<file path="config.mk">
export PLATFORM = sky130hd
export DESIGN_NAME = altitude_apogee_detector_flat
export DESIGN_NICKNAME = d
export VERILOG_FILES = /design/src/sv/aad_pkg.sv /design/src/sv/aad_ifs.sv /design/src/sv/aad_window.sv /design/src/sv/altitude_apogee_detector.sv /design/src/flat_wrapper.sv
export SDC_FILE = /design/constraint.sdc
export NUM_CORES = 1
export LEC_CHECK = 0
export ABC_CLOCK_PERIOD_IN_PS = 7000
export BUFFER_PORTS_ARGS = -buffer_cell sky130_fd_sc_hd__buf_2
export CORE_ASPECT_RATIO = 0.75
export CORE_MARGIN = 1
export CORE_UTILIZATION = 55
export DETAILED_ROUTE_END_ITERATION = 8
export GPL_ROUTABILITY_DRIVEN = 0
export MAX_ROUTING_LAYER = met4
export PLACE_DENSITY = 0.74
export SYNTH_ARGS = -nofsm -noshare
export SYNTH_HDL_FRONTEND = slang
export SYNTH_HIERARCHICAL = 1
export SYNTH_SLANG_ARGS = --single-unit
</file>
<file path="constraint.sdc">
create_clock -name clk -period 7 [get_ports clk]
set_input_delay 0.7 -clock clk [delete_from_list [all_inputs] [get_ports clk]]
set_output_delay 0.7 -clock clk [all_outputs]
set_load 0.05 [all_outputs]
</file>
<file path="src/sv/aad_pkg.sv">
`default_nettype none
package aad_pkg;
	localparam int ALT_W        = 24;
	localparam int MARGIN_W     = 23;
	localparam int TIME_W       = 32;
	localparam int WINDOW_DEF   = 8;
	localparam logic [MARGIN_W-1:0] MARGIN_RESET = MARGIN_W'(1000);
endpackage
`default_nettype wire

</file>
<file path="src/sv/aad_ifs.sv">
`default_nettype none
interface aad_sample_if;
	logic                                valid;
	logic                                ready;
	logic signed [aad_pkg::ALT_W-1:0]    altitude;
	logic                                altitude_valid;
	logic        [aad_pkg::TIME_W-1:0]   sample_time;
	modport source (output valid, altitude, altitude_valid, sample_time, input ready);
	modport sink   (input valid, altitude, altitude_valid, sample_time, output ready);
endinterface

interface aad_result_if;
	logic                                valid;
	logic                                ready;
	logic signed [aad_pkg::ALT_W-1:0]    mean_altitude;
	logic signed [aad_pkg::ALT_W-1:0]    peak_average;
	logic                                apogee_flag;
	logic        [aad_pkg::TIME_W-1:0]   apogee_time;
	modport source (output valid, mean_altitude, peak_average, apogee_flag, apogee_time,
		input ready);
	modport sink   (input valid, mean_altitude, peak_average, apogee_flag, apogee_time,
		output ready);
endinterface

interface aad_cfg_if;
	logic                                valid;
	logic                                ready;
	logic        [aad_pkg::MARGIN_W-1:0] drop_margin;
	modport source (output valid, drop_margin, input ready);
	modport sink   (input valid, drop_margin, output ready);
endinterface
`default_nettype wire

</file>
<file path="src/sv/aad_window.sv">
`default_nettype none
// Shift line of the last WINDOW altitudes with a running sum biased by
// WINDOW * 2^(ALT_W-1), so the sum is always non-negative.
module aad_window #(
	parameter int WINDOW = aad_pkg::WINDOW_DEF
) (
	input  wire logic                                                  clk,
	input  wire logic                                                  arst_n,
	input  wire logic                                                  shift,
	input  wire logic signed [aad_pkg::ALT_W-1:0]                      altitude,
	input  wire logic                                                  altitude_valid,
	output logic [aad_pkg::ALT_W+$clog2(WINDOW)-1:0]                   biased_sum
);
	localparam int SUM_W = aad_pkg::ALT_W + $clog2(WINDOW);
	localparam logic [SUM_W-1:0] BIAS = SUM_W'(64'(WINDOW) << (aad_pkg::ALT_W - 1));

	logic [aad_pkg::ALT_W-1:0] taps_q [WINDOW];
	logic [SUM_W-1:0]          sum_q;
	logic [aad_pkg::ALT_W-1:0] sample;

	// Repeat the newest stored altitude for a NaN sample.
	assign sample = altitude_valid ? altitude : taps_q[0];

	always_ff @(posedge clk or negedge arst_n) begin
		if (!arst_n) begin
			for (int i = 0; i < WINDOW; i++) begin
				taps_q[i] <= '0;
			end
			sum_q <= BIAS;
		end else if (shift) begin
			taps_q[0] <= sample;
			for (int i = 1; i < WINDOW; i++) begin
				taps_q[i] <= taps_q[i-1];
			end
			// Bias cancels in the difference; wrap is harmless modulo 2^SUM_W.
			sum_q <= sum_q - SUM_W'($signed(taps_q[WINDOW-1]))
				+ SUM_W'($signed(sample));
		end
	end

	assign biased_sum = sum_q;
endmodule
`default_nettype wire

</file>
<file path="src/sv/altitude_apogee_detector.sv">
`default_nettype none
// Moving-average apogee detector. Each item carries an altitude sample (cm), a
// valid bit and a timestamp; a NaN sample repeats the newest stored altitude.
// The block returns one result per item: the floored mean of the last WINDOW
// altitudes, the largest mean since reset (starting at zero), a flag raised
// when that peak exceeds the current mean by more than drop_margin, and the
// timestamp of the latest flagged item (zero until one is flagged). It takes
// one item every cycle unless a held result stalls the pipe; a result passes
// the running-sum register, the reciprocal multiply register and the result
// register in order. The user must write drop_margin through the cfg channel
// only while the block is idle (not enforced); drop_margin resets to 1000.
module altitude_apogee_detector #(
	parameter int WINDOW = aad_pkg::WINDOW_DEF
) (
	input  wire logic clk,
	input  wire logic arst_n,
	aad_sample_if.sink   sample_in,
	aad_result_if.source result_out,
	aad_cfg_if.sink      cfg
);
	localparam int LOG_W   = $clog2(WINDOW);
	localparam int SUM_W   = aad_pkg::ALT_W + LOG_W;
	// Floored division by WINDOW as an exact multiply by ceil(2^K / WINDOW).
	localparam int K       = SUM_W + LOG_W;
	localparam int RECIP_W = SUM_W + 1;
	localparam int PROD_W  = SUM_W + RECIP_W;
	localparam logic [RECIP_W-1:0] RECIP =
		RECIP_W'(((64'd1 << K) + 64'(WINDOW) - 64'd1) / 64'(WINDOW));

	logic                                 valid_s1, valid_s2, valid_s3;
	logic                                 adv1, adv2, adv3, accept;
	logic [SUM_W-1:0]                     biased_sum;
	logic [aad_pkg::TIME_W-1:0]           time_s1, time_s2;
	logic [PROD_W-1:0]                    prod_s2;
	logic signed [aad_pkg::ALT_W-1:0]     avg_s3;
	logic                                 flag_s3;
	logic signed [aad_pkg::ALT_W-1:0]     peak_q;
	logic [aad_pkg::TIME_W-1:0]           stamp_q;
	logic [aad_pkg::MARGIN_W-1:0]         margin_q;

	logic [aad_pkg::ALT_W-1:0]            quot;
	logic signed [aad_pkg::ALT_W-1:0]     mean;
	logic signed [aad_pkg::ALT_W-1:0]     peak_next;
	logic [aad_pkg::ALT_W:0]              drop;
	logic                                 flag_next;

	// Each stage advances when the one after it is empty or moving.
	assign adv3   = !valid_s3 || result_out.ready;
	assign adv2   = !valid_s2 || adv3;
	assign adv1   = !valid_s1 || adv2;
	assign accept = sample_in.valid && adv1;
	assign sample_in.ready = adv1;
	assign cfg.ready = 1'b1;

	// Stage 1: window shift and running sum, updated on every accepted item.
	aad_window #(.WINDOW(WINDOW)) u_window (
		.clk            (clk),
		.arst_n         (arst_n),
		.shift          (accept),
		.altitude       (sample_in.altitude),
		.altitude_valid (sample_in.altitude_valid),
		.biased_sum     (biased_sum)
	);

	// Stage 3 math: the quotient is the mean plus 2^(ALT_W-1), so flip its top bit.
	assign quot      = prod_s2[K +: aad_pkg::ALT_W];
	assign mean      = {~quot[aad_pkg::ALT_W-1], quot[aad_pkg::ALT_W-2:0]};
	assign peak_next = (mean > peak_q) ? mean : peak_q;
	// Peak never falls below the mean, so the drop is non-negative.
	assign drop      = {peak_next[aad_pkg::ALT_W-1], peak_next}
		- {mean[aad_pkg::ALT_W-1], mean};
	assign flag_next = drop > (aad_pkg::ALT_W+1)'(margin_q);

	always_ff @(posedge clk or negedge arst_n) begin
		if (!arst_n) begin
			valid_s1 <= 1'b0;
			valid_s2 <= 1'b0;
			valid_s3 <= 1'b0;
			peak_q   <= '0;
			stamp_q  <= '0;
			margin_q <= aad_pkg::MARGIN_RESET;
		end else begin
			if (adv1) begin
				valid_s1 <= sample_in.valid;
			end
			if (adv2) begin
				valid_s2 <= valid_s1;
			end
			if (adv3) begin
				valid_s3 <= valid_s2;
			end
			// Update peak and stamp only as a result is loaded, in item order.
			if (adv3 && valid_s2) begin
				peak_q <= peak_next;
				if (flag_next) begin
					stamp_q <= time_s2;
				end
			end
			if (cfg.valid) begin
				margin_q <= cfg.drop_margin;
			end
		end
	end

	// Payload registers: hold while the stage is stalled.
	always_ff @(posedge clk) begin
		if (accept) begin
			time_s1 <= sample_in.sample_time;
		end
		if (adv2 && valid_s1) begin
			prod_s2 <= PROD_W'(biased_sum) * PROD_W'(RECIP);
			time_s2 <= time_s1;
		end
		if (adv3 && valid_s2) begin
			avg_s3  <= mean;
			flag_s3 <= flag_next;
		end
	end

	assign result_out.valid         = valid_s3;
	assign result_out.mean_altitude = avg_s3;
	assign result_out.peak_average  = peak_q;
	assign result_out.apogee_flag   = flag_s3;
	assign result_out.apogee_time   = stamp_q;

	// Input stalls only behind a full pipe with a waiting result.
	a_stall_cause: assert property (@(posedge clk) disable iff (!arst_n)
		!sample_in.ready |-> (valid_s1 && valid_s2 && valid_s3 && !result_out.ready))
		else $error("input stalled without a blocked result");

	// Peak mean only ever grows.
	a_peak_mono: assert property (@(posedge clk) disable iff (!arst_n)
		peak_q >= $past(peak_q))
		else $error("peak mean decreased");

	// A shown result never has a mean above the peak.
	a_peak_ge_avg: assert property (@(posedge clk) disable iff (!arst_n)
		result_out.valid |-> (result_out.peak_average >= result_out.mean_altitude))
		else $error("mean above peak");

	// The apogee stamp moves only when a flagged result is loaded.
	a_stamp_cause: assert property (@(posedge clk) disable iff (!arst_n)
		!$stable(stamp_q) |-> (valid_s3 && flag_s3))
		else $error("apogee stamp changed without a flag");
endmodule
`default_nettype wire
</file>
<file path="src/flat_wrapper.sv">
// flat-port wrapper written by rule: the top's interface ports become plain ports
module altitude_apogee_detector_flat 
#(
	parameter int WINDOW = aad_pkg::WINDOW_DEF
)
  (clk, arst_n, sample_in_valid, sample_in_altitude, sample_in_altitude_valid, sample_in_sample_time, sample_in_ready, result_out_valid, result_out_mean_altitude, result_out_peak_average, result_out_apogee_flag, result_out_apogee_time, result_out_ready, cfg_valid, cfg_drop_margin, cfg_ready);
  aad_sample_if sample_in_i ();
  aad_result_if result_out_i ();
  aad_cfg_if cfg_i ();
  input  wire logic clk;
  input  wire logic arst_n;
  input wire logic [$bits(sample_in_i.valid)-1:0] sample_in_valid;
  input wire logic [$bits(sample_in_i.altitude)-1:0] sample_in_altitude;
  input wire logic [$bits(sample_in_i.altitude_valid)-1:0] sample_in_altitude_valid;
  input wire logic [$bits(sample_in_i.sample_time)-1:0] sample_in_sample_time;
  output wire logic [$bits(sample_in_i.ready)-1:0] sample_in_ready;
  output wire logic [$bits(result_out_i.valid)-1:0] result_out_valid;
  output wire logic [$bits(result_out_i.mean_altitude)-1:0] result_out_mean_altitude;
  output wire logic [$bits(result_out_i.peak_average)-1:0] result_out_peak_average;
  output wire logic [$bits(result_out_i.apogee_flag)-1:0] result_out_apogee_flag;
  output wire logic [$bits(result_out_i.apogee_time)-1:0] result_out_apogee_time;
  input wire logic [$bits(result_out_i.ready)-1:0] result_out_ready;
  input wire logic [$bits(cfg_i.valid)-1:0] cfg_valid;
  input wire logic [$bits(cfg_i.drop_margin)-1:0] cfg_drop_margin;
  output wire logic [$bits(cfg_i.ready)-1:0] cfg_ready;
  assign sample_in_i.valid = sample_in_valid;
  assign sample_in_i.altitude = sample_in_altitude;
  assign sample_in_i.altitude_valid = sample_in_altitude_valid;
  assign sample_in_i.sample_time = sample_in_sample_time;
  assign sample_in_ready = sample_in_i.ready;
  assign result_out_valid = result_out_i.valid;
  assign result_out_mean_altitude = result_out_i.mean_altitude;
  assign result_out_peak_average = result_out_i.peak_average;
  assign result_out_apogee_flag = result_out_i.apogee_flag;
  assign result_out_apogee_time = result_out_i.apogee_time;
  assign result_out_i.ready = result_out_ready;
  assign cfg_i.valid = cfg_valid;
  assign cfg_i.drop_margin = cfg_drop_margin;
  assign cfg_ready = cfg_i.ready;
  altitude_apogee_detector #(.WINDOW(WINDOW)) u_core (.clk(clk), .arst_n(arst_n), .sample_in(sample_in_i), .result_out(result_out_i), .cfg(cfg_i));
endmodule
</file>
==> Implementation_results.wiki <==
{| class="wikitable"
! Metric !! Value
|-
| Final number of hold-violating endpoints || 0
|-
| Element type at the critical path end || flop
|-
| Fraction of layout instances using a drive strength above 1 || 0.233
|-
| Growth of design area from synthesis to finish || 12.6%
|-
| Arrival time reported for the critical path endpoint || 6.84 ns
|-
| Count of port buffers added during placement || 167
|-
| Mapped Cells || 1807
|-
| Total setup violations reported at the end of the flow || 0
|-
| Synth Net Count || 2017
|-
| Antenna fix cells || 0
|-
| H-tree depth || 2
|-
| Final period util || 0.935
|-
| Synth area leader || dfrtp_1
|-
| Number of flops mapped to enable cells by yosys || 113
|-
| Data required time of the worst path || 7.30 ns
|-
| First DRT Iteration DRCs || 1389
|-
| Post-DP HPWL || 31700 µm
|-
| CP Launch Type || flop
|-
| Starting density of the core || 0.564
|-
| Area fraction in compound gates after synthesis || 0.121
|-
| Number of max-slew violations in the final report || 0
|-
| Largest family of logic cells by synthesized area || multiplexers
|-
| Achievable Freq || 153 MHz
|-
| Worst Setup SP || u_core/prod_s2[47]$_DFFE_PP_
|-
| Core occupancy in the finished layout || 0.635
|-
| Max-capacitance violation count || 0
|-
| Post-synthesis area per instance || 11.7 µm²
|-
| Final net count || 2154
|-
| Number of optimization iterations in the first detailed-route pass || 6
|-
| Die Y || 172 µm
|-
| Antenna Nets Post-Route || 0
|-
| Worst reg2reg endpoint || u_core/result_out.apogee_flag$_DFFE_PP_
|-
| Time the worst path needs with I/O delays and setup || 6.54 ns
|-
| Setup TNS after final layout || 0 ns
|-
| Endpoint of the most critical setup path || u_core/result_out.apogee_flag$_DFFE_PP_
|-
| Slew headroom || 0.148
|-
| Routed via count || 14400
|-
| Chip Width || 228 µm
|-
| Maximum fanout encountered on the critical timing path || 32
|-
| Top area cells in the synthesized netlist || dfrtp_1 (35%), edfxtp_1 (16%), mux2_2 (9.1%), ha_1 (5.8%), mux2i_1 (3.8%)
|-
| Run status || finished, final reports clean
|-
| Post-Synth XOR/XNOR Area || 0.0150
|-
| Clock slew at the register clock pins of the worst setup and hold paths || 0.06 ns
|-
| Most used flip-flop cell after synthesis || dfrtp_1
|-
| Synthesized-area fraction occupied by adder cells || 0.0838
|-
| Area enclosed by the die boundary || 39100 µm²
|-
| Vias per Instance || 5.81
|-
| Global route overflow || 0
|-
| CTS Root Cell || clkbuf_16
|-
| Worst-case clock buffer depth || 3
|-
| Worst-skew pair later-pin latency || 0.55 ns
|-
| Worst-Margin Slew || 1.27 ns
|-
| DRC violation count after routing || 0
|-
| Maximum number of pins on one net before global-route repair || 210
|-
| Std-Cell Core Area || 37400 µm²
|-
| FP Rows || 61
|-
| Post-synthesis instance area || 21100 µm²
|-
| Reg-to-reg startpoint || u_core/prod_s2[47]$_DFFE_PP_
|-
| Sink Count || 414
|-
| CTS tree || done
|-
| Unrepaired setup endpoints after global routing || no
|-
| Portion of the post-synthesis area used by sequential elements || 0.518
|-
| Share of cell area taken by muxes after synthesis || 0.130
|-
| Routed len/inst || 18.6 µm
|-
| Vias in the first global route || 14100
|-
| Total wire length after detailed routing || 46000 µm
|-
| Global-route wire length before repair || 74500 µm
|-
| Yosys warnings || 6
|-
| Number of antenna violations at the first check in global routing || 0
|-
| Simple-gate area share of the yosys netlist || 0.0800
|-
| Number of placed I/O pins || 169
|-
| Distinct cells, synth || 85
|-
| Share of flip-flops with an asynchronous set or reset || 0.727
|-
| Filler Cell Count || 2854
|-
| Path type of the worst setup path || reg -> reg
|-
| Number of cell instances on the worst register-to-register path || 25
|-
| Register bit count reported by yosys || 414
|-
| Setup Skew || 0.0147 ns
|-
| Number of buffers added by the clock tree synthesis step || 41
|-
| Total GRT Usage || 0.245
|-
| Slack of the worst reg-to-reg path || 0.46 ns
|-
| Area share of the largest cell type after synthesis || 0.349
|-
| Type of the worst min-delay path || in -> async
|}
## kinds of logic after synthesis
group           count (synthesis)
buf+inv                       253
compound gates                371
other cells                     1
mux                           252
fa+ha+maj                     125
simple gates                  355
flops                         414
xor+xnor                       36
## worst min path at each step
stage | end | cells after the start | slack [ns]
2_1_floorplan | u_core/margin_q[0]$_DFFE_PN0P_ | 0 | 0.40
3_5_place_dp | u_core/time_s2[7]$_DFFE_PP_ | 0 | 0.40
6_report | u_core/margin_q[11]$_DFFE_PN0P_ | 1 | 0.07
4_1_cts | u_core/margin_q[12]$_DFFE_PN0P_ | 1 | 0.11
5_1_grt | u_core/margin_q[12]$_DFFE_PN0P_ | 1 | 0.12
3_3_place_gp | u_core/time_s2[24]$_DFFE_PP_ | 0 | 0.40
## cells in the final DEF, fill, tap and decap left out, types with 34 or more instances in the layout
cell and instances:
a21oi_1 83, inv_1 158, nand3_1 77, mux2i_1 81
ha_1 98, buf_2 166, o21ai_0 58, nand2_1 124
nor2_1 56, dfrtp_1 294, mux2_2 170, clkbuf_16 43
a31oi_1 34, edfxtp_1 113
## worst max-delay path, stage by stage, from the launching register on
cell	delay (ns)
edfxtp_1	0.42
ha_1	0.31
a21oi_1	0.16
nor2b_1	0.06
o21ai_1	0.13
a21oi_1	0.08
or4b_1	0.57
o21ai_4	0.34
buf_6	0.29
mux2i_1	0.22
ha_1	0.30
a21oi_1	0.22
o221ai_1	0.22
o311ai_2	0.29
a31oi_1	0.20
o21a_1	0.25
o21ai_0	0.15
o311ai_0	0.18
ha_1	0.34
nand4_1	0.09
or2_2	0.30
nor3_1	0.21
a32o_1	0.23
buf_4	0.38
nor2_1	0.10
or2_1	0.24
## layer usage
| layer | track usage | part of all wire | vias up |
|---|---|---|---|
| li1 | - | - | 6750 |
| met1 | 0.341 | 0.47 | 7074 |
| met2 | 0.371 | 0.44 | 510 |
| met3 | 0.0356 | 0.058 | 85 |
| met4 | 0.0811 | 0.030 | 0 |
| met5 | - | 0 | - |
## synth_stat cells, types with 23 or more instances
library cell	number
clkbuf_1	58
a31oi_1	34
a21oi_1	83
mux2i_1	81
a21o_1	23
a211o_1	33
o21ai_0	58
nand2_1	125
dfrtp_1	294
a21boi_0	33
o31ai_1	33
nand4_1	25
edfxtp_1	113
ha_1	98
nor2_1	56
nand3_1	77
fa_1	27
mux2_2	170
inv_1	158
xnor2_1	26
## stage by stage
stage | std cells | area, µm² | worst slack (ns) | hold slack (ns)
after floorplan | 1807 | 21100 | 0.751 | 0.400
after global placement | 2402 | 22200 | 0.646 | 0.401
after detailed placement | 2402 | 22200 | 0.428 | 0.405
after CTS | 2478 | 23700 | 0.371 | 0.106
after global routing | 2481 | 23700 | 0.0875 | 0.122
final | 2481 | 23700 | 0.455 | 0.0749
## registers in the layout, indices dropped and copies added, names as in the netlist
name	cells
u_core/result_out.mean_altitude	24
u_core/time_s2	32
u_core/valid_s1	1
u_core/result_out.apogee_time	32
u_core/prod_s2	24
u_core/result_out.apogee_flag	1
u_core/result_out.valid	1
u_core/valid_s2	1
u_core/result_out.peak_average	24
u_core/time_s1	32
u_core/u_window/taps_q	192
u_core/margin_q	23
u_core/u_window/biased_sum	27
## layout make-up
| cell class | count | area, µm² | share of cell area |
|---|---|---|---|
| Multi-Input combinational cell | 1140 | 9080 | 0.382 |
| Inverter | 159 | 597 | 0.0251 |
| Clock buffer | 54 | 1190 | 0.0500 |
| Sequential cell | 414 | 10900 | 0.460 |
| Tap cell | 504 | 631 | 0.0266 |
| Timing Repair Buffer | 188 | 1030 | 0.0435 |
| Clock inverter | 22 | 292 | 0.0123 |
## timing repair
| item | 4_1_cts | 5_1_grt |
|---|---|---|
| endpoints found under the hold margin | 0 | 0 |
| gates resized for setup | 0 | 3 |
| endpoints found under the setup margin | 0 | 11 |
| hold buffers | 0 | 0 |
| buffers inserted | 0 | 3 |
Power is left out: the tool's default activity adds up to more than one toggle a clock period on the data nets, which glitch-free logic cannot reach.
